===== src/rtl/core/assert_macros.svh =====
// ----------------------------------------------------------------------------
// assert_macros.svh
// Concurrent assertion helpers, compiled out when SYNTH is defined.
// ----------------------------------------------------------------------------
`ifndef ASSERT_MACROS_SVH
`define ASSERT_MACROS_SVH

`ifndef SYNTH

`define ASSERT_ALWAYS(lbl, ck, rn, cond) \
    lbl: assert property (@(posedge ck) disable iff (!rn) (cond)) \
        else $error("assertion failed");

`define ASSERT_IMPL(lbl, ck, rn, ante, cons) \
    lbl: assert property (@(posedge ck) disable iff (!rn) (ante) |-> (cons)) \
        else $error("assertion failed");

`define ASSERT_NEXT(lbl, ck, rn, ante, cons) \
    lbl: assert property (@(posedge ck) disable iff (!rn) (ante) |=> (cons)) \
        else $error("assertion failed");

`else

`define ASSERT_ALWAYS(lbl, ck, rn, cond)
`define ASSERT_IMPL(lbl, ck, rn, ante, cons)
`define ASSERT_NEXT(lbl, ck, rn, ante, cons)

`endif

`endif


===== src/rtl/core/stt_pkg.sv =====
// ----------------------------------------------------------------------------
// stt_pkg
// Shared types, codes and the keyword table of the source text tokenizer.
// ----------------------------------------------------------------------------
package stt_pkg;

    localparam int STT_QUEUE_DEPTH = 4;

    // scanner modes
    localparam logic [2:0] M_IDLE    = 3'd0;
    localparam logic [2:0] M_NUMBER  = 3'd1;
    localparam logic [2:0] M_WORD    = 3'd2;
    localparam logic [2:0] M_STRING  = 3'd3;
    localparam logic [2:0] M_PENDING = 3'd4;
    localparam logic [2:0] M_HALT    = 3'd5;

    // token kinds
    localparam logic [5:0] K_EOF      = 6'd0;
    localparam logic [5:0] K_INT      = 6'd1;
    localparam logic [5:0] K_SLASH    = 6'd2;
    localparam logic [5:0] K_PLUS     = 6'd3;
    localparam logic [5:0] K_MINUS    = 6'd4;
    localparam logic [5:0] K_STAR     = 6'd5;
    localparam logic [5:0] K_LBRACKET = 6'd6;
    localparam logic [5:0] K_RBRACKET = 6'd7;
    localparam logic [5:0] K_STRING   = 6'd8;
    localparam logic [5:0] K_BANG     = 6'd9;
    localparam logic [5:0] K_NE       = 6'd10;
    localparam logic [5:0] K_ASSIGN   = 6'd11;
    localparam logic [5:0] K_EQ       = 6'd12;
    localparam logic [5:0] K_GT       = 6'd13;
    localparam logic [5:0] K_GE       = 6'd14;
    localparam logic [5:0] K_SHR      = 6'd15;
    localparam logic [5:0] K_LT       = 6'd16;
    localparam logic [5:0] K_LE       = 6'd17;
    localparam logic [5:0] K_SHL      = 6'd18;
    localparam logic [5:0] K_LBRACE   = 6'd19;
    localparam logic [5:0] K_RBRACE   = 6'd20;
    localparam logic [5:0] K_SEMI     = 6'd21;
    localparam logic [5:0] K_LPAREN   = 6'd22;
    localparam logic [5:0] K_RPAREN   = 6'd23;
    localparam logic [5:0] K_IDENT    = 6'd24;
    localparam logic [5:0] K_KEY0     = 6'd25;
    localparam logic [5:0] K_TEXT     = 6'd39;
    localparam logic [5:0] K_ERROR    = 6'd40;

    // error codes
    localparam logic [1:0] E_NONE     = 2'd0;
    localparam logic [1:0] E_BAD_CHAR = 2'd1;
    localparam logic [1:0] E_UNTERM   = 2'd2;

    localparam logic [23:0] LINE_MAX = 24'hFFFFFF;

    localparam int NUM_KW = 14;

    // keywords packed little endian: first character in bits 7:0
    localparam logic [55:0] KW_TEXT [NUM_KW] = '{
        56'("cnuf"), 56'("stup"), 56'("enon"), 56'("8u"), 56'("61u"),
        56'("23u"), 56'("46u"), 56'("fi"), 56'("elihw"), 56'("nruter"),
        56'("msa__"), 56'("nretxe"), 56'("dekan__"), 56'("cilbup")
    };

    typedef struct packed {
        logic [5:0]         token_kind;
        logic signed [31:0] int_value;
        logic [7:0]         text_char;
        logic [23:0]        line;
        logic [1:0]         error_code;
        logic               last;
    } res_t;

    typedef struct packed {
        logic [2:0]  mode;
        logic [7:0]  pending_op;
        logic [31:0] number_acc;
        logic [55:0] word_prefix;
        logic [3:0]  word_length;
        logic [23:0] line_count;
    } state_t;

    function automatic logic [5:0] word_kind(input logic [55:0] prefix,
                                             input logic [3:0] len);
        logic [5:0] kind;
        kind = K_IDENT;
        for (int i = NUM_KW - 1; i >= 0; i--)
        begin
            if (len <= 4'd7 && prefix == KW_TEXT[i])
            begin
                kind = 6'(K_KEY0 + 6'(i));
            end
        end
        return kind;
    endfunction

endpackage


===== src/rtl/core/stt_ifs.sv =====
// ----------------------------------------------------------------------------
// stt_ifs
// Valid/ready channels: source bytes in, token results out.
// ----------------------------------------------------------------------------
interface stt_text_if;
    logic       valid;
    logic       ready;
    logic [7:0] ch;

    modport source (output valid, output ch, input ready);
    modport sink (input valid, input ch, output ready);
endinterface

interface stt_token_if;
    logic               valid;
    logic               ready;
    logic [5:0]         token_kind;
    logic signed [31:0] int_value;
    logic [7:0]         text_char;
    logic [23:0]        line;
    logic [1:0]         error_code;
    logic               last;

    modport source (output valid, output token_kind, output int_value,
                    output text_char, output line, output error_code,
                    output last, input ready);
    modport sink (input valid, input token_kind, input int_value,
                  input text_char, input line, input error_code,
                  input last, output ready);
endinterface


===== src/rtl/core/stt_step.sv =====
// ----------------------------------------------------------------------------
// stt_step
// Next-state and result logic for one source byte; up to two results.
// ----------------------------------------------------------------------------
module stt_step (
    input  stt_pkg::state_t st,
    input  logic [7:0]      ch,
    output stt_pkg::state_t st_next,
    output logic [1:0]      n_res,
    output stt_pkg::res_t   r0,
    output stt_pkg::res_t   r1
);
    import stt_pkg::*;

    localparam logic [7:0] CH_NUL   = 8'h00;
    localparam logic [7:0] CH_TAB   = 8'h09;
    localparam logic [7:0] CH_LF    = 8'h0A;
    localparam logic [7:0] CH_CR    = 8'h0D;
    localparam logic [7:0] CH_SPACE = 8'h20;
    localparam logic [7:0] CH_QUOTE = 8'h22;
    localparam logic [7:0] CH_ZERO  = 8'h30;

    typedef struct packed {
        logic   hit;
        res_t   res;
        state_t st;
    } fresh_t;

    function automatic res_t mk(input logic [5:0] kind, input logic [31:0] ival,
                                input logic [7:0] tc, input logic [1:0] err,
                                input logic [23:0] line);
        res_t r;
        r.token_kind = kind;
        r.int_value  = $signed(ival);
        r.text_char  = tc;
        r.line       = line;
        r.error_code = err;
        r.last       = 1'b0;
        return r;
    endfunction

    function automatic logic is_digit(input logic [7:0] c);
        return c >= "0" && c <= "9";
    endfunction

    function automatic logic is_word(input logic [7:0] c);
        return (c >= "a" && c <= "z") || (c >= "A" && c <= "Z") || c == "_";
    endfunction

    // start of a token from the idle mode
    function automatic fresh_t fresh(input logic [7:0] c, input state_t s);
        fresh_t f;
        f.hit = 1'b0;
        f.st = s;
        f.st.mode = M_IDLE;
        f.res = mk(K_EOF, 32'd0, 8'd0, E_NONE, s.line_count);
        unique case (c)
            CH_SPACE, CH_TAB, CH_CR: ;
            CH_LF:
            begin
                if (s.line_count != LINE_MAX)
                begin
                    f.st.line_count = s.line_count + 24'd1;
                end
            end
            CH_NUL:
            begin
                f.st.mode = M_HALT;
                f.hit = 1'b1;
            end
            CH_QUOTE: f.st.mode = M_STRING;
            "!", "=", ">", "<":
            begin
                f.st.mode = M_PENDING;
                f.st.pending_op = c;
            end
            "/": begin f.hit = 1'b1; f.res.token_kind = K_SLASH; end
            "+": begin f.hit = 1'b1; f.res.token_kind = K_PLUS; end
            "-": begin f.hit = 1'b1; f.res.token_kind = K_MINUS; end
            "*": begin f.hit = 1'b1; f.res.token_kind = K_STAR; end
            "[": begin f.hit = 1'b1; f.res.token_kind = K_LBRACKET; end
            "]": begin f.hit = 1'b1; f.res.token_kind = K_RBRACKET; end
            "{": begin f.hit = 1'b1; f.res.token_kind = K_LBRACE; end
            "}": begin f.hit = 1'b1; f.res.token_kind = K_RBRACE; end
            ";": begin f.hit = 1'b1; f.res.token_kind = K_SEMI; end
            "(": begin f.hit = 1'b1; f.res.token_kind = K_LPAREN; end
            ")": begin f.hit = 1'b1; f.res.token_kind = K_RPAREN; end
            default:
            begin
                if (is_digit(c))
                begin
                    f.st.mode = M_NUMBER;
                    f.st.number_acc = {24'd0, c - CH_ZERO};
                end
                else if (is_word(c))
                begin
                    f.st.mode = M_WORD;
                    f.st.word_prefix = {48'd0, c};
                    f.st.word_length = 4'd1;
                    f.hit = 1'b1;
                    f.res = mk(K_TEXT, 32'd0, c, E_NONE, s.line_count);
                end
                else
                begin
                    f.st.mode = M_HALT;
                    f.hit = 1'b1;
                    f.res = mk(K_ERROR, 32'd0, c, E_BAD_CHAR, s.line_count);
                end
            end
        endcase
        return f;
    endfunction

    fresh_t     f;
    logic [1:0] n;
    res_t       a;
    res_t       b;
    logic [5:0] single_k;
    logic [5:0] pair_k;
    logic       is_term;

    assign is_term = ch == "+" || ch == "-" || ch == "/" || ch == "*" || ch == ";" ||
                     ch == ")" || ch == CH_SPACE || ch == CH_TAB || ch == CH_LF ||
                     ch == CH_CR;

    always_comb
    begin
        f = fresh(ch, st);
        st_next = st;
        n = 2'd0;
        a = mk(K_EOF, 32'd0, 8'd0, E_NONE, st.line_count);
        b = a;
        single_k = K_LT;
        pair_k = K_EOF;
        unique case (st.mode)
            M_IDLE:
            begin
                st_next = f.st;
                n = {1'b0, f.hit};
                a = f.res;
            end
            M_NUMBER:
            begin
                if (is_digit(ch))
                begin
                    st_next.number_acc = {st.number_acc[28:0], 3'b000} +
                                         {st.number_acc[30:0], 1'b0} +
                                         {24'd0, ch - CH_ZERO};
                end
                else if (is_term)
                begin
                    a = mk(K_INT, st.number_acc, 8'd0, E_NONE, st.line_count);
                    st_next = f.st;
                    n = f.hit ? 2'd2 : 2'd1;
                    b = f.res;
                end
                else
                begin
                    st_next.mode = M_HALT;
                    n = 2'd1;
                    a = mk(K_ERROR, 32'd0, ch, E_BAD_CHAR, st.line_count);
                end
            end
            M_WORD:
            begin
                if (is_word(ch) || is_digit(ch))
                begin
                    for (int i = 0; i < 7; i++)
                    begin
                        if (st.word_length == 4'(i))
                        begin
                            st_next.word_prefix[8*i +: 8] = ch;
                        end
                    end
                    if (st.word_length < 4'd8)
                    begin
                        st_next.word_length = st.word_length + 4'd1;
                    end
                    n = 2'd1;
                    a = mk(K_TEXT, 32'd0, ch, E_NONE, st.line_count);
                end
                else
                begin
                    a = mk(word_kind(st.word_prefix, st.word_length), 32'd0, 8'd0,
                           E_NONE, st.line_count);
                    st_next = f.st;
                    n = f.hit ? 2'd2 : 2'd1;
                    b = f.res;
                end
            end
            M_STRING:
            begin
                n = 2'd1;
                if (ch == CH_QUOTE)
                begin
                    st_next.mode = M_IDLE;
                    a = mk(K_STRING, 32'd0, 8'd0, E_NONE, st.line_count);
                end
                else if (ch == CH_NUL)
                begin
                    st_next.mode = M_HALT;
                    a = mk(K_ERROR, 32'd0, 8'd0, E_UNTERM, st.line_count);
                end
                else
                begin
                    a = mk(K_TEXT, 32'd0, ch, E_NONE, st.line_count);
                end
            end
            M_PENDING:
            begin
                priority if (st.pending_op == "!")
                begin
                    single_k = K_BANG;
                    if (ch == "=") pair_k = K_NE;
                end
                else if (st.pending_op == "=")
                begin
                    single_k = K_ASSIGN;
                    if (ch == "=") pair_k = K_EQ;
                end
                else if (st.pending_op == ">")
                begin
                    single_k = K_GT;
                    if (ch == "=") pair_k = K_GE;
                    else if (ch == ">") pair_k = K_SHR;
                end
                else
                begin
                    single_k = K_LT;
                    if (ch == "=") pair_k = K_LE;
                    else if (ch == "<") pair_k = K_SHL;
                end
                if (pair_k != K_EOF)
                begin
                    st_next.mode = M_IDLE;
                    n = 2'd1;
                    a.token_kind = pair_k;
                end
                else
                begin
                    a.token_kind = single_k;
                    st_next = f.st;
                    n = f.hit ? 2'd2 : 2'd1;
                    b = f.res;
                end
            end
            default:
            begin
                st_next.mode = M_HALT;
            end
        endcase
        a.last = n == 2'd1;
        b.last = n == 2'd2;
    end

    assign n_res = n;
    assign r0 = a;
    assign r1 = b;

endmodule


===== src/rtl/core/stt_queue.sv =====
// ----------------------------------------------------------------------------
// stt_queue
// Result queue: takes up to two results per cycle, hands out one per beat.
// ----------------------------------------------------------------------------
module stt_queue #(
    parameter int Depth = stt_pkg::STT_QUEUE_DEPTH
) (
    input  logic          clk,
    input  logic          rst_n,
    input  logic [1:0]    push_cnt,
    input  stt_pkg::res_t push0,
    input  stt_pkg::res_t push1,
    input  logic          pop,
    output stt_pkg::res_t head,
    output logic          head_valid,
    output logic          room
);
    import stt_pkg::*;

    localparam int PtrW = (Depth > 1) ? $clog2(Depth) : 1;
    localparam int CntW = $clog2(Depth + 1);

    function automatic logic [PtrW-1:0] nxt(input logic [PtrW-1:0] p);
        return (p == PtrW'(Depth - 1)) ? '0 : p + 1'b1;
    endfunction

    res_t            slot_reg [Depth];
    logic [PtrW-1:0] rd_ptr_reg;
    logic [PtrW-1:0] rd_ptr_next;
    logic [PtrW-1:0] wr_ptr_reg;
    logic [PtrW-1:0] wr_ptr_next;
    logic [PtrW-1:0] wr_ptr1;
    logic [CntW-1:0] cnt_reg;
    logic [CntW-1:0] cnt_next;

    assign wr_ptr1 = nxt(wr_ptr_reg);

    always_comb
    begin
        unique case (push_cnt)
            2'd1:    wr_ptr_next = wr_ptr1;
            2'd2:    wr_ptr_next = nxt(wr_ptr1);
            default: wr_ptr_next = wr_ptr_reg;
        endcase
        rd_ptr_next = pop ? nxt(rd_ptr_reg) : rd_ptr_reg;
        cnt_next = cnt_reg + CntW'(push_cnt) - CntW'(pop);
    end

    always_ff @(posedge clk)
    begin
        if (push_cnt != 2'd0)
        begin
            slot_reg[wr_ptr_reg] <= push0;
        end
        if (push_cnt == 2'd2)
        begin
            slot_reg[wr_ptr1] <= push1;
        end
    end

    always_ff @(posedge clk or negedge rst_n)
    begin
        if (!rst_n)
        begin
            rd_ptr_reg <= '0;
            wr_ptr_reg <= '0;
            cnt_reg    <= '0;
        end
        else
        begin
            rd_ptr_reg <= rd_ptr_next;
            wr_ptr_reg <= wr_ptr_next;
            cnt_reg    <= cnt_next;
        end
    end

    assign head       = slot_reg[rd_ptr_reg];
    assign head_valid = cnt_reg != '0;
    assign room       = (cnt_reg - CntW'(pop)) <= CntW'(Depth - 2);

endmodule


===== src/rtl/core/source_text_tokenizer_unit.sv =====
// ----------------------------------------------------------------------------
// source_text_tokenizer_unit
// Path: a byte beat passes the input register, then the result queue.
// Throughput: 1 byte per cycle while the queue has room; a byte with two
// results needs two output beats.
// Reset: scanner idle, line count 1, input stage and queue empty.
// ----------------------------------------------------------------------------
`include "assert_macros.svh"

module source_text_tokenizer_unit #(
    parameter int QueueDepth = stt_pkg::STT_QUEUE_DEPTH
) (
    input logic         clk,
    input logic         rst_n,
    stt_text_if.sink    text,
    stt_token_if.source token
);
    import stt_pkg::*;

    logic       hold_v_reg;
    logic [7:0] ch_reg;
    state_t     st_reg;
    state_t     st_next;
    logic [1:0] n_res;
    res_t       r0;
    res_t       r1;
    res_t       head;
    logic       head_valid;
    logic       room;
    logic       proc;
    logic       pop;
    logic [5:0] last_kind;

    assign proc       = hold_v_reg && room;
    assign text.ready = !hold_v_reg || room;
    assign pop        = head_valid && token.ready;

    always_ff @(posedge clk)
    begin
        if (text.valid && text.ready)
        begin
            ch_reg <= text.ch;
        end
    end

    always_ff @(posedge clk or negedge rst_n)
    begin
        if (!rst_n)
        begin
            hold_v_reg         <= 1'b0;
            st_reg.mode        <= M_IDLE;
            st_reg.pending_op  <= '0;
            st_reg.number_acc  <= '0;
            st_reg.word_prefix <= '0;
            st_reg.word_length <= '0;
            st_reg.line_count  <= 24'd1;
        end
        else
        begin
            if (text.valid && text.ready)
            begin
                hold_v_reg <= 1'b1;
            end
            else if (proc)
            begin
                hold_v_reg <= 1'b0;
            end
            if (proc)
            begin
                st_reg <= st_next;
            end
        end
    end

    stt_step u_step (
        .st      (st_reg),
        .ch      (ch_reg),
        .st_next (st_next),
        .n_res   (n_res),
        .r0      (r0),
        .r1      (r1)
    );

    stt_queue #(
        .Depth (QueueDepth)
    ) u_queue (
        .clk        (clk),
        .rst_n      (rst_n),
        .push_cnt   (proc ? n_res : 2'd0),
        .push0      (r0),
        .push1      (r1),
        .pop        (pop),
        .head       (head),
        .head_valid (head_valid),
        .room       (room)
    );

    assign token.valid      = head_valid;
    assign token.token_kind = head.token_kind;
    assign token.int_value  = head.int_value;
    assign token.text_char  = head.text_char;
    assign token.line       = head.line;
    assign token.error_code = head.error_code;
    assign token.last       = head.last;

    assign last_kind = (n_res == 2'd2) ? r1.token_kind : r0.token_kind;

    `ASSERT_IMPL(a_halt_quiet, clk, rst_n, proc && st_reg.mode == M_HALT, n_res == 2'd0)
    `ASSERT_ALWAYS(a_line_nonzero, clk, rst_n, st_reg.line_count != 24'd0)
    `ASSERT_NEXT(a_err_halts, clk, rst_n,
                 proc && n_res != 2'd0 && last_kind == K_ERROR, st_reg.mode == M_HALT)
    `ASSERT_IMPL(a_last_marks, clk, rst_n, proc && n_res == 2'd2, r1.last && !r0.last)

endmodule


===== src/flat_wrapper.sv =====
// flat-port wrapper written by rule: the top's interface ports become plain ports
module source_text_tokenizer_unit_flat import stt_pkg::*;
#(
    parameter int QueueDepth = stt_pkg::STT_QUEUE_DEPTH
)
  (clk, rst_n, text_valid, text_ch, text_ready, token_valid, token_token_kind, token_int_value, token_text_char, token_line, token_error_code, token_last, token_ready);
  stt_text_if text_i ();
  stt_token_if token_i ();
  input logic clk;
  input logic rst_n;
  input wire logic [$bits(text_i.valid)-1:0] text_valid;
  input wire logic [$bits(text_i.ch)-1:0] text_ch;
  output wire logic [$bits(text_i.ready)-1:0] text_ready;
  output wire logic [$bits(token_i.valid)-1:0] token_valid;
  output wire logic [$bits(token_i.token_kind)-1:0] token_token_kind;
  output wire logic [$bits(token_i.int_value)-1:0] token_int_value;
  output wire logic [$bits(token_i.text_char)-1:0] token_text_char;
  output wire logic [$bits(token_i.line)-1:0] token_line;
  output wire logic [$bits(token_i.error_code)-1:0] token_error_code;
  output wire logic [$bits(token_i.last)-1:0] token_last;
  input wire logic [$bits(token_i.ready)-1:0] token_ready;
  assign text_i.valid = text_valid;
  assign text_i.ch = text_ch;
  assign text_ready = text_i.ready;
  assign token_valid = token_i.valid;
  assign token_token_kind = token_i.token_kind;
  assign token_int_value = token_i.int_value;
  assign token_text_char = token_i.text_char;
  assign token_line = token_i.line;
  assign token_error_code = token_i.error_code;
  assign token_last = token_i.last;
  assign token_i.ready = token_ready;
  source_text_tokenizer_unit #(.QueueDepth(QueueDepth)) u_core (.clk(clk), .rst_n(rst_n), .text(text_i), .token(token_i));
endmodule

===== config.mk =====
export PLATFORM = sky130hd
export DESIGN_NAME = source_text_tokenizer_unit_flat
export DESIGN_NICKNAME = d
export VERILOG_FILES = /design/src/rtl/core/stt_pkg.sv /design/src/rtl/core/stt_ifs.sv /design/src/rtl/core/stt_step.sv /design/src/rtl/core/stt_queue.sv /design/src/rtl/core/source_text_tokenizer_unit.sv /design/src/flat_wrapper.sv
export VERILOG_INCLUDE_DIRS = /design/src /design/src/rtl/core
export SDC_FILE = /design/constraint.sdc
export NUM_CORES = 1
export LEC_CHECK = 0
export BUFFER_PORTS_ARGS = -buffer_cell sky130_fd_sc_hd__buf_2
export CAP_MARGIN = 5
export CORE_MARGIN = 1
export CORE_UTILIZATION = 64
export CTS_CLUSTER_DIAMETER = 50
export DETAILED_ROUTE_END_ITERATION = 10
export GPL_TIMING_DRIVEN = 0
export PLACE_DENSITY = 0.78
export SYNTH_ARGS = -nofsm -noshare
export SYNTH_HDL_FRONTEND = slang
export SYNTH_HIERARCHICAL = 1
export SYNTH_SLANG_ARGS = --single-unit

===== constraint.sdc =====
create_clock -name clk -period 12.3 [get_ports clk]
set_input_delay 1.845 -clock clk [delete_from_list [all_inputs] [get_ports clk]]
set_output_delay 1.845 -clock clk [all_outputs]
set_load 0.05 [all_outputs]

Word level (Yosys, flattened, before mapping)
Memories as Yosys holds them, arrays and structs flattened.
Cells that the tools add are included.
Storage, ports and cells
  register bits after elaboration: 143
  bits in latches: 0
  RAM bits: 292
  bits in read-only memories: 0
  bits of input ports: 12
  output and inout port bits: 75
  word-level logic and storage cells: 261
  memories kept: 1
Operators by class
  add/sub/neg operators: 11
  multipliers: 0
  divide/modulo/power cells: 0
  magnitude comparators: 9
  eq/ne operators: 70
  shifts and indexed selects: 0
  mux-type cells: 93
  bitwise gates (word level): 0
  reduce and logical (&&, ||, !) cells: 60
Memories
  u_core.u_queue.slot_reg: words 4, bits a word 73, rd ports 1, clocked after Yosys merged registers in 0, wr ports 2, RTL line stt_queue.sv:27  | res_t slot_reg [Depth];
Operators with widths (number)
  $mux 73: 8
  $pmux 124 s4: 1
  $pmux 67 s4: 1
  $mux 124: 2
  $pmux 73 s3: 1
  $mux 60: 3
  $eq 56x22->1 const B: 3
  $eq 56x31->1 const B: 3
  $eq 56x47->1 const B: 3
  $mux 74: 2
  $eq 8x6->1 const B: 16
  $mux 6: 19
  $eq 56x39->1 const B: 2
  $mux 92: 1
  $mux 84: 1
  $mux 24: 3
  $pmux 6 s12: 1
  $mux 71: 1
  $mux 67: 1
  $mux 32: 2
  $mux 8: 8
  $eq 56x14->1 const B: 1
  $eq 56x15->1 const B: 1
  $eq 56x55->1 const B: 1
  other kinds (60): 158

Depth between registers and ports, before layout
Gate-level depths: netlist of the first run.
  word-level depth: 18
  gate-level depth with buffers: 17
  depth with buffers taken out: 15

Modules after synthesis
Netlist of the first run, hierarchy kept.
Modules (own cells, without submodules)
  stt_queue: times used 1, cells each 764, area an instance 14699.1 um^2, sequential area each 8943.6 um^2
  stt_step: times used 1, cells each 1093, area an instance 7474.7 um^2, sequential area each 0.0 um^2
  source_text_tokenizer_unit: times used 1, cells each 283, area an instance 5121.2 um^2, sequential area each 3444.6 um^2

Least setup slack after synthesis of the first run
Ideal clock, no wire load.
  kind: register to register
  start: reg u_core.ch_reg[4]
  end: mem u_core/u_queue/slot_reg[0][0] (netlist bit), enable pin
  data arrival time: 8324 ps
  required time: 11695 ps
  setup slack: 3371 ps
  stages on the path, launching flop included: 15
  path buffers: 1
  clock period less this slack: 8929 ps
  path through: edfxtp_1 > clkbuf_1 > inv_1 > ha_1 > nor3b_1 > nand2_1 > nor3_1 > nor4_1 > nor3_1 > nor3_1 > o311ai_0 > and3_1 > inv_1 > ha_1 > o21ai_0
RTL lines
  start: declaration: RTL line source_text_tokenizer_unit.sv:21  | logic [7:0] ch_reg;
  start signal: assignment: RTL line source_text_tokenizer_unit.sv:42  | ch_reg <= text.ch;
  end: declaration: RTL line stt_queue.sv:27

==> results of run 1 <==
power groups by stage:
stage / sequential [W] / clock (W) / combinational, W
floorplan: 0.00187 / 0 / 0.00193
global placement: 0.00193 / 0 / 0.00253
detailed placement: 0.00187 / 0 / 0.00261
CTS: 0.00185 / 0.00150 / 0.00262
global route: 0.00186 / 0.00155 / 0.00276
finish: 0.00185 / 0.00148 / 0.00263
per-stage QoR:
step                      setup TNS (ps)  cell area [um^2]  instances  setup slack [ps]
after floorplan                        0             27400       2172              3370
after CTS                              0             30500       2904              5610
after detailed placement               0             28900       2810              5640
after global placement           -913750             28500       2797             -3240
after global routing                   0             30500       2904              5040
final                                  0             30500       2904              5320
worst min path at each step:
stage | from | to | slack [ps] | cells past startpoint
floorplan | u_core/st_reg[37]$_DFFE_PN0P_ | u_core/st_reg[37]$_DFFE_PN0P_ | 480 | 1
global placement | u_core/st_reg[37]$_DFFE_PN0P_ | u_core/st_reg[37]$_DFFE_PN0P_ | 490 | 1
detailed placement | u_core/st_reg[37]$_DFFE_PN0P_ | u_core/st_reg[37]$_DFFE_PN0P_ | 490 | 1
CTS | u_core/st_reg[37]$_DFFE_PN0P_ | u_core/st_reg[37]$_DFFE_PN0P_ | 510 | 1
global route | u_core/st_reg[37]$_DFFE_PN0P_ | u_core/st_reg[37]$_DFFE_PN0P_ | 510 | 1
finish | u_core/st_reg[37]$_DFFE_PN0P_ | u_core/st_reg[37]$_DFFE_PN0P_ | 510 | 1
cells in the final DEF (no fill, tap or decap), drive strengths merged, types with 55 or more instances in the layout:
| cell type | count |
|---|---|
| buf | 259 |
| ha | 77 |
| dfrtp | 134 |
| inv | 58 |
| mux4 | 73 |
| mux2 | 433 |
| o21ai | 56 |
| clkbuf | 92 |
| edfxtp | 300 |
| a21oi | 55 |
| nor2 | 78 |
| nand2 | 111 |
per-layer routing:
layer  vias to the layer above  wire [um]  GRT usage [%]
met5                         -         27              0
met4                         4       2930           14.4
met3                       181       4320           5.03
met2                       681      33300           52.7
met1                      9485      29200           43.3
li1                       8508          -              -
layout make-up:
class / count / area, um^2
fill: 2862 / 11500
sequential: 435 / 12400
tap: 539 / 674
multi-input combinational: 1492 / 13500
buffer: 189 / 1360
timing repair buffer: 99 / 734
inverter: 56 / 210
clock inverter: 31 / 322
clock buffer: 63 / 1320
cell families after synthesis:
family	after synthesis	share of synthesized area, %
AOI/OAI and AO/OA	312	8.48
muxes	516	24.8
xor gates and xnor gates	51	1.64
DFF	435	45.4
adders and majority gates	84	4.04
and+or+nand+nor	496	9.95
buffers and inverters	245	5.73
other	1	0.0137
==> results.py, run 1 <==
metrics = {
    "sta": {
        "fin_crit_sh_pct": 56.8,
        "holdWs_ps": 508,
        "final_max_slew_viol_count": 0,
        "rsz0062_at_grt": "no",
        "fin_skew_ps": 32.2,
        "hold_violations": 0,
        "fmax_mhz": 143,
        "worst_pin_slew_ps": 1110,
        "period_needed_ps": 6980,
        "finalSetupViolCount": 0,
        "max_slew_margin_pct": 25.6,
    },
    "global_route": {
        "gr-total-overflow": 0,
        "grt_start_max_net_pins": 85,
        "grt_first_pass_wirelength_mm": 109,
        "grt_pass1_vias": 19100,
        "antenna_found_initial": 1,
        "grt_usage_pct": 32.4,
    },
    "die": {
        "start_util_pct": 64.9,
        "core_mm2": 0.0420,
        "fp-row-count": 75,
        "die_area_mm2": 0.0435,
        "die_h_um": 209,
        "ioPinCount": 87,
        "die_w_um": 209,
    },
    "route": {
        "ant_nets": 0,
        "first_iter_violations": 1501,
        "wire_per_inst_um": 24.0,
        "viasPerCell": 6.49,
        "num_vias": 18900,
        "wirelength_mm": 69.8,
        "post-route-drc-count": 0,
        "first_pass_iters": 5,
    },
    "logic_synthesis": {
        "synth_common_cells": "mux2_2 (396), edfxtp_1 (300), dfrtp_1 (134)",
        "yosysTopAreaCellShare_pct": 33.0,
        "seq_area_frac_synth_pct": 45.4,
        "synth_area_leaders": "edfxtp_1 (33%), mux2_2 (16%), dfrtp_1 (12%), mux4_2 (6.0%), ha_1 (3.5%)",
        "avgSynthCellArea_um2": 12.8,
        "synth.distinct_cells": 93,
        "synth-seq-cells": 435,
        "synth_edf_count": 300,
        "synthFlopType": "edfxtp_1",
        "yosysTopAreaCell": "edfxtp_1",
        "synth_cells": 2140,
        "yosysMostFrequentCell": "mux2_2",
        "async_reset_ff_share_pct": 31.0,
        "netlist_area_mm2": 0.0273,
        "synth_warnings": 6,
    },
    "critical_path": {
        "critPathMaxFanout": 19,
        "cp-endpoint": "u_core/u_queue/slot_reg[3][37]$_DFFE_PP_",
        "critPathBufInv": 7,
        "crit_path_start": "u_core/ch_reg[4]$_DFFE_PP_",
        "required_ps": 12630,
        "r2r_setup_slack_ps": 5320,
        "timing.critical_path.mode_cell": "nor3_1",
        "worstSetupPathType": "reg2reg",
        "cp_slowest_cell": "o311ai_0",
        "critPathMaxStageDelay_ps": 670,
        "r2r_start": "u_core/ch_reg[4]$_DFFE_PP_",
        "reg2reg_depth": 19,
        "crit_cells": 19,
        "worstSetupStartpointType": "register",
        "arrival_ps": 7310,
        "cp_top_family": "simple AND/OR/NAND/NOR gates",
        "cp_cell_sequence": "clkbuf_1, inv_1, ha_1, nor3b_1, nand2_1, nor3_1, nor4_1, nor3_1, nor3_1, o311ai_0, and3_1, inv_1, ha_1, nand2_1, buf_4, buf_6, o21ai_4, buf_16, buf_12",
        "end_kind": "register",
        "r2r-end": "u_core/u_queue/slot_reg[3][37]$_DFFE_PP_",
    },
    "clock_tree": {
        "cts-buffers-inserted": 50,
        "htree_levels": 2,
        "cts_hold_buffers": 0,
        "post_cts_resized": 0,
        "cts_root_buf": "clkbuf_16",
        "clock_latency_ps": 600,
        "tritoncts": "built",
        "clkTransAtPathRegs_ps": 60,
        "clock-sinks": 435,
        "cts_setup_buffers": 0,
        "cts_buffer_depth": 3,
    },
    "run": {
        "cap_violations": 0,
    },
    "cells_and_area": {
        "antenna_cells": 0,
        "drive_above_1_share_pct": 37.2,
        "final_core_util_pct": 72.6,
        "area.growth.synth_to_final_pct": 11.8,
        "fin_nets": 2419,
        "largest_reg_flops": 292,
    },
    "power_and_ir_drop": {
        "p_switching_w": 0.00243,
        "p_per_area_mw_per_mm2": 195,
        "p_sw_share_pct": 40.8,
        "p_comb_share_pct": 44.2,
        "peakVddDrop_mv": 0.143,
        "p_total_w": 0.00595,
        "seqPwrFrac_pct": 31.0,
        "power_frac_clock_pct": 24.8,
        "p_int_w": 0.00352,
        "power.leakage_nw": 12.7,
    },
    "placed_design": {
        "hpwl_mm": 48.8,
        "gp_congestion": 0.992,
        "port_buffers": 86,
    },
    "status": {
        "status": "complete, no violations",
    },
    "min_path": {
        "min_path_type": "reg2reg",
    },
}
Note: power is estimated with default switching activity, not from simulation.
==> run 2, diff against run 1 <==
Settings changed: CORE_UTILIZATION 64 to 57, PLACE_DENSITY 0.78 to 0.73.
Clock period 12.3 ns to 5.95 ns, I/O delays scaled along.
==> results.py, run 2 (synthesis gave the netlist of run 1 again) <==
metrics = {
    "critical_path": {
        "end_kind": "register",
        "cp_slowest_cell": "nor4_1",
        "required_ps": 6300,
        "worstSetupPathType": "reg2reg",
        "timing.critical_path.mode_cell": "buf_16",
        "critPathMaxStageDelay_ps": 790,
        "critPathMaxFanout": 19,
        "arrival_ps": 6020,
        "cp_cell_sequence": "ha_1, buf_6, nor3b_1, nand3_1, nor4_1, or2_2, o22ai_1, a21oi_2, nor2_1, and3_1, ha_1, nand2_1, buf_4, buf_6, o21ai_4, buf_16, buf_16, buf_16",
        "worstSetupStartpointType": "register",
    },
    "route": {
        "post-route-drc-count": 6,
        "wirelength_mm": 70.3,
        "viasPerCell": 6.26,
        "wire_per_inst_um": 23.6,
        "first_pass_iters": 10,
        "first_iter_violations": 1365,
        "num_vias": 18600,
        "ant_nets": 0,
    },
    "global_route": {
        "grt_start_max_net_pins": 84,
        "grt_pass1_vias": 19100,
        "antenna_found_initial": 0,
        "grt_first_pass_wirelength_mm": 110,
        "grt_usage_pct": 29.0,
        "gr-total-overflow": 0,
    },
    "sta": {
        "hold_violations": 0,
        "worst_pin_slew_ps": 995,
        "rsz0062_at_grt": "no",
        "setup-tns-final_ps": 0,
        "fin_skew_ps": 23.3,
        "period_needed_ps": 5670,
        "max_slew_margin_pct": 32.9,
        "fmax_mhz": 176,
        "final_max_slew_viol_count": 0,
        "finalSetupViolCount": 0,
        "fin_crit_sh_pct": 95.2,
    },
    "min_path": {
        "min_path_type": "in2async",
    },
    "cells_and_area": {
        "fin_nets": 2422,
        "final_common_cell": "mux2_2",
        "largest_reg_flops": 292,
        "mostFrequentLayoutCells": "mux2_2 (396), edfxtp_1 (300), dfrtp_1 (134), buf_2 (118), nand2_1 (110)",
        "area.growth.synth_to_final_pct": 12.5,
        "drive_above_1_share_pct": 37.4,
        "antenna_cells": 0,
        "final_core_util_pct": 65.5,
    },
    "clock_tree": {
        "htree_levels": 2,
        "cts-buffers-inserted": 49,
        "clock_latency_ps": 610,
        "cts_root_buf": "clkbuf_16",
        "tritoncts": "built",
        "clkTransAtPathRegs_ps": 60,
        "clock-sinks": 435,
        "cts_hold_buffers": 0,
        "cts_buffer_depth": 3,
    },
    "die": {
        "die_h_um": 221,
        "die_area_mm2": 0.0488,
        "fp-row-count": 79,
        "core_mm2": 0.0469,
        "start_util_pct": 58.3,
        "die_w_um": 221,
        "ioPinCount": 87,
    },
    "placed_design": {
        "hpwl_mm": 50.2,
        "port_buffers": 86,
        "gp_congestion": 0.965,
    },
    "status": {
        "violations": "design-rule violations",
        "status": "finished with violations",
    },
    "power_and_ir_drop": {
        "power.leakage_nw": 12.7,
        "peakVddDrop_mv": 0.244,
        "p_per_area_mw_per_mm2": 399,
    },
    "run": {
        "cap_violations": 0,
    },
}
==> run 2: timing repair <==
item	in CTS	in global routing
pin swaps	0	0
resized for setup	7	8
buffers inserted	0	0
endpoints found under the setup margin	574	157
gates cloned	0	1
==> run 2: final timing paths <==
check	from	end	slack, ps	cells after the start
worst max-delay path	u_core/ch_reg[5]$_DFFE_PP_	u_core/u_queue/slot_reg[0][46]$_DFFE_PP_	280	18
worst min-delay path	rst_n	u_core/st_reg[46]$_DFFE_PN0P_	270	1
worst max register to register	u_core/ch_reg[5]$_DFFE_PP_	u_core/u_queue/slot_reg[0][46]$_DFFE_PP_	280	18
worst min register to register	u_core/st_reg[125]$_DFFE_PN0P_	u_core/st_reg[125]$_DFFE_PN0P_	530	1
max in group asynchronous	rst_n	u_core/st_reg[102]$_DFFE_PN0P_	4850	2
min in group clk	text_ch[4]	u_core/ch_reg[4]$_DFFE_PP_	470	1
==> run 2: routing by layer <==
layer | track usage (%) | share of wire, % | vias up
li1 | - | - | 8553
met1 | 38.8 | 43 | 9346
met2 | 47.5 | 48 | 574
met3 | 5.17 | 6.3 | 136
met4 | 10.5 | 3.3 | 0
met5 | 0 | 0 | -
==> run 2: cell type report <==
class	instances	area [um^2]
Fill cell	3486	16200
Multi-Input combinational cell	1493	13600
Sequential cell	435	12400
Buffer	189	1360
Clock buffer	66	1320
Timing Repair Buffer	102	855
Tap cell	607	759
Clock inverter	26	234
Inverter	56	214
==> run 2: critical path, delay by kind of cell (launching register included) <==
kind | cells | cell delay, ps
flops | 1 | 530
buf+inv | 6 | 1230
simple gates | 7 | 2340
compound gates | 3 | 790
fa+ha+maj | 2 | 480
==> run 2: per-stage QoR <==
step           area, um^2  worst slack (ps)  total power, W  hold WS, ps  cells
2_1_floorplan       27400             -1020         0.00783          477   2172
4_1_cts             30700              83.2          0.0123          263   2973
5_1_grt             30700              7.56          0.0128          294   2974
3_3_place_gp        28600             -6070         0.00919          487   2865
6_report            30700               283          0.0122          267   2974
3_5_place_dp        29100              -781         0.00931          508   2881
==> run 2: power by group <==
| part | internal [W] | total, W | switching (W) | leakage (nW) |
|---|---|---|---|---|
| combinational | 0.00190 | 0.00549 | 0.00359 | 7.37 |
| clock | 0.00166 | 0.00293 | 0.00127 | 0.752 |
| sequential | 0.00364 | 0.00382 | 0.000177 | 4.57 |
==> run 3, diff against run 2 <==
Settings changed: CORE_UTILIZATION 57 to 68, PLACE_DENSITY 0.73 to 0.82.
Clock period 5.95 ns to 6.7 ns, I/O delays scaled along.
==> results.py, run 3 (synthesis gave the netlist of run 1 again) <==
metrics = {
    "route": {
        "num_vias": 19300,
        "first_iter_violations": 1672,
        "highest_layer": "met5",
        "wl_met3_mm": 4.91,
        "post-route-drc-count": 0,
        "ant_nets": 0,
        "first_pass_iters": 5,
        "viasPerCell": 6.68,
        "wl_met1_mm": 30.0,
        "wl_met2_mm": 36.6,
        "wirelength_mm": 74.5,
        "wire_per_inst_um": 25.8,
    },
    "clock_tree": {
        "clock-sinks": 435,
        "cts-buffers-inserted": 50,
        "tritoncts": "built",
        "clkTransAtPathRegs_ps": 60,
        "clock_latency_ps": 620,
        "cts_buffer_depth": 3,
        "cts_root_buf": "clkbuf_16",
        "htree_levels": 2,
        "cts_setup_buffers": 0,
    },
    "die": {
        "start_util_pct": 68.9,
        "die_h_um": 202,
        "core_mm2": 0.0396,
        "die_w_um": 202,
        "ioPinCount": 87,
        "fp-row-count": 73,
        "die_area_mm2": 0.0409,
    },
    "global_route": {
        "grt_first_pass_wirelength_mm": 116,
        "grt_pass1_vias": 20000,
        "grt_start_max_net_pins": 77,
        "antenna_found_initial": 1,
        "gr-total-overflow": 0,
        "grt_usage_pct": 37.0,
    },
    "critical_path": {
        "required_ps": 7040,
        "end_kind": "register",
        "r2r_setup_slack_ps": 400,
        "worstSetupStartpointType": "register",
        "arrival_ps": 6650,
        "critPathMaxFanout": 24,
        "reg2reg_depth": 18,
        "worstSetupPathType": "reg2reg",
    },
    "min_path": {
        "min_path_type": "in2async",
    },
    "sta": {
        "worst_pin_slew_ps": 1040,
        "period_needed_ps": 6300,
        "max_slew_margin_pct": 29.6,
        "finalSetupViolCount": 0,
        "rsz0062_at_grt": "no",
        "fin_skew_ps": 29.9,
        "setup-tns-final_ps": 0,
        "hold_violations": 0,
        "final_max_slew_viol_count": 0,
        "fmax_mhz": 159,
        "fin_crit_sh_pct": 94.1,
        "finalWorstSetupSlack_ps": 397,
    },
    "cells_and_area": {
        "antenna_cells": 0,
        "drive_above_1_share_pct": 37.4,
        "seqCellArea_mm2": 0.0124,
        "mostFrequentLayoutCells": "mux2_2 (396), edfxtp_1 (300), dfrtp_1 (134), buf_2 (118), nand2_1 (110)",
        "final_common_cell": "mux2_2",
        "area.growth.synth_to_final_pct": 11.8,
        "num-fill-cells": 2384,
        "fin_nets": 2419,
        "fin_area_mm2": 0.0305,
        "multiInputGateArea_mm2": 0.0135,
        "largest_reg_flops": 292,
    },
    "status": {
        "status": "complete, no violations",
    },
    "run": {
        "cap_violations": 0,
    },
    "placed_design": {
        "place_ws_ps": -67.3,
        "port_buffers": 86,
        "hpwl_mm": 50.3,
        "dpl_cell_area_mm2": 0.0288,
        "gp_congestion": 0.974,
    },
    "power_and_ir_drop": {
        "peakVddDrop_mv": 0.274,
        "p_per_area_mw_per_mm2": 362,
        "power.leakage_nw": 12.7,
    },
}
[run 3: changes by cell type in the layout (fill, tap and decap cells not counted), sizes merged]
cell | before | now
clkinv | 20 | 16
inv | 57 | 61
buf | 262 | 259
bufinv | 2 | 4
clkbuf | 95 | 93
clkinvlp | 3 | 4
o21ai | 57 | 56
[run 3: layout make-up]
cell class | instances | share of cell area (%)
Buffer | 189 | 4.44
Clock buffer | 64 | 4.41
Clock inverter | 29 | 1.06
Inverter | 56 | 0.689
Multi-Input combinational cell | 1492 | 44.3
Sequential cell | 435 | 40.6
Tap cell | 525 | 2.15
Timing Repair Buffer | 99 | 2.36
[run 3: final timing paths]
kind	startpoint	to
setup / recovery	u_core/ch_reg[5]$_DFFE_PP_	u_core/u_queue/slot_reg[2][39]$_DFFE_PP_
hold / removal	rst_n	u_core/st_reg[7]$_DFFE_PN0P_
setup reg to reg	u_core/ch_reg[5]$_DFFE_PP_	u_core/u_queue/slot_reg[2][39]$_DFFE_PP_
hold reg to reg	u_core/st_reg[37]$_DFFE_PN0P_	u_core/st_reg[37]$_DFFE_PN0P_
max in group asynchronous	rst_n	u_core/st_reg[55]$_DFFE_PN0P_
min in group clk	u_core/st_reg[37]$_DFFE_PN0P_	u_core/st_reg[37]$_DFFE_PN0P_
[run 3: critical path, stage by stage (launching register included)]
cell and delay (ps):
edfxtp_1 550, clkbuf_1 650, inv_1 280, ha_1 300
nand3_1 350, o221ai_1 330, nor4_1 630, o31a_1 220
a311oi_1 60, o311ai_0 630, and3_1 290, inv_1 80
ha_1 270, nand2_1 130, buf_4 300, buf_6 230
o21ai_4 230, buf_12 260, buf_12 180
[run 3: metrics by stage]
stage	util, %	cells	hold WS, ps	power, W
5_1_grt	77.0	2889	432	0.0114
3_5_place_dp	72.7	2796	499	0.00822
2_1_floorplan	-	2172	477	0.00696
3_3_place_gp	71.9	2783	487	0.00812
4_1_cts	77.0	2889	406	0.0110
6_report	77.0	2889	384	0.0110
[run 3: what timing repair did]
action / CTS / global route
gates resized for setup: 1 / 5
pin swaps: 0 / 0
cloned: 0 / 0
setup endpoints to repair: 48 / 194
hold buffers: 0 / 0
[run 3: report_power, final]
part / internal [W] / switching [W] / leakage, nW
clock network: 0.00160 / 0.00116 / 0.802
registers: 0.00323 / 0.000172 / 4.57
logic: 0.00166 / 0.00320 / 7.30
[run 3: routing by layer]
metal | vias to the layer above | GRT usage [%]
met5 | - | 0
met4 | 2 | 15.9
met3 | 184 | 5.21
met2 | 887 | 61.9
met1 | 9709 | 48.4
li1 | 8515 | -
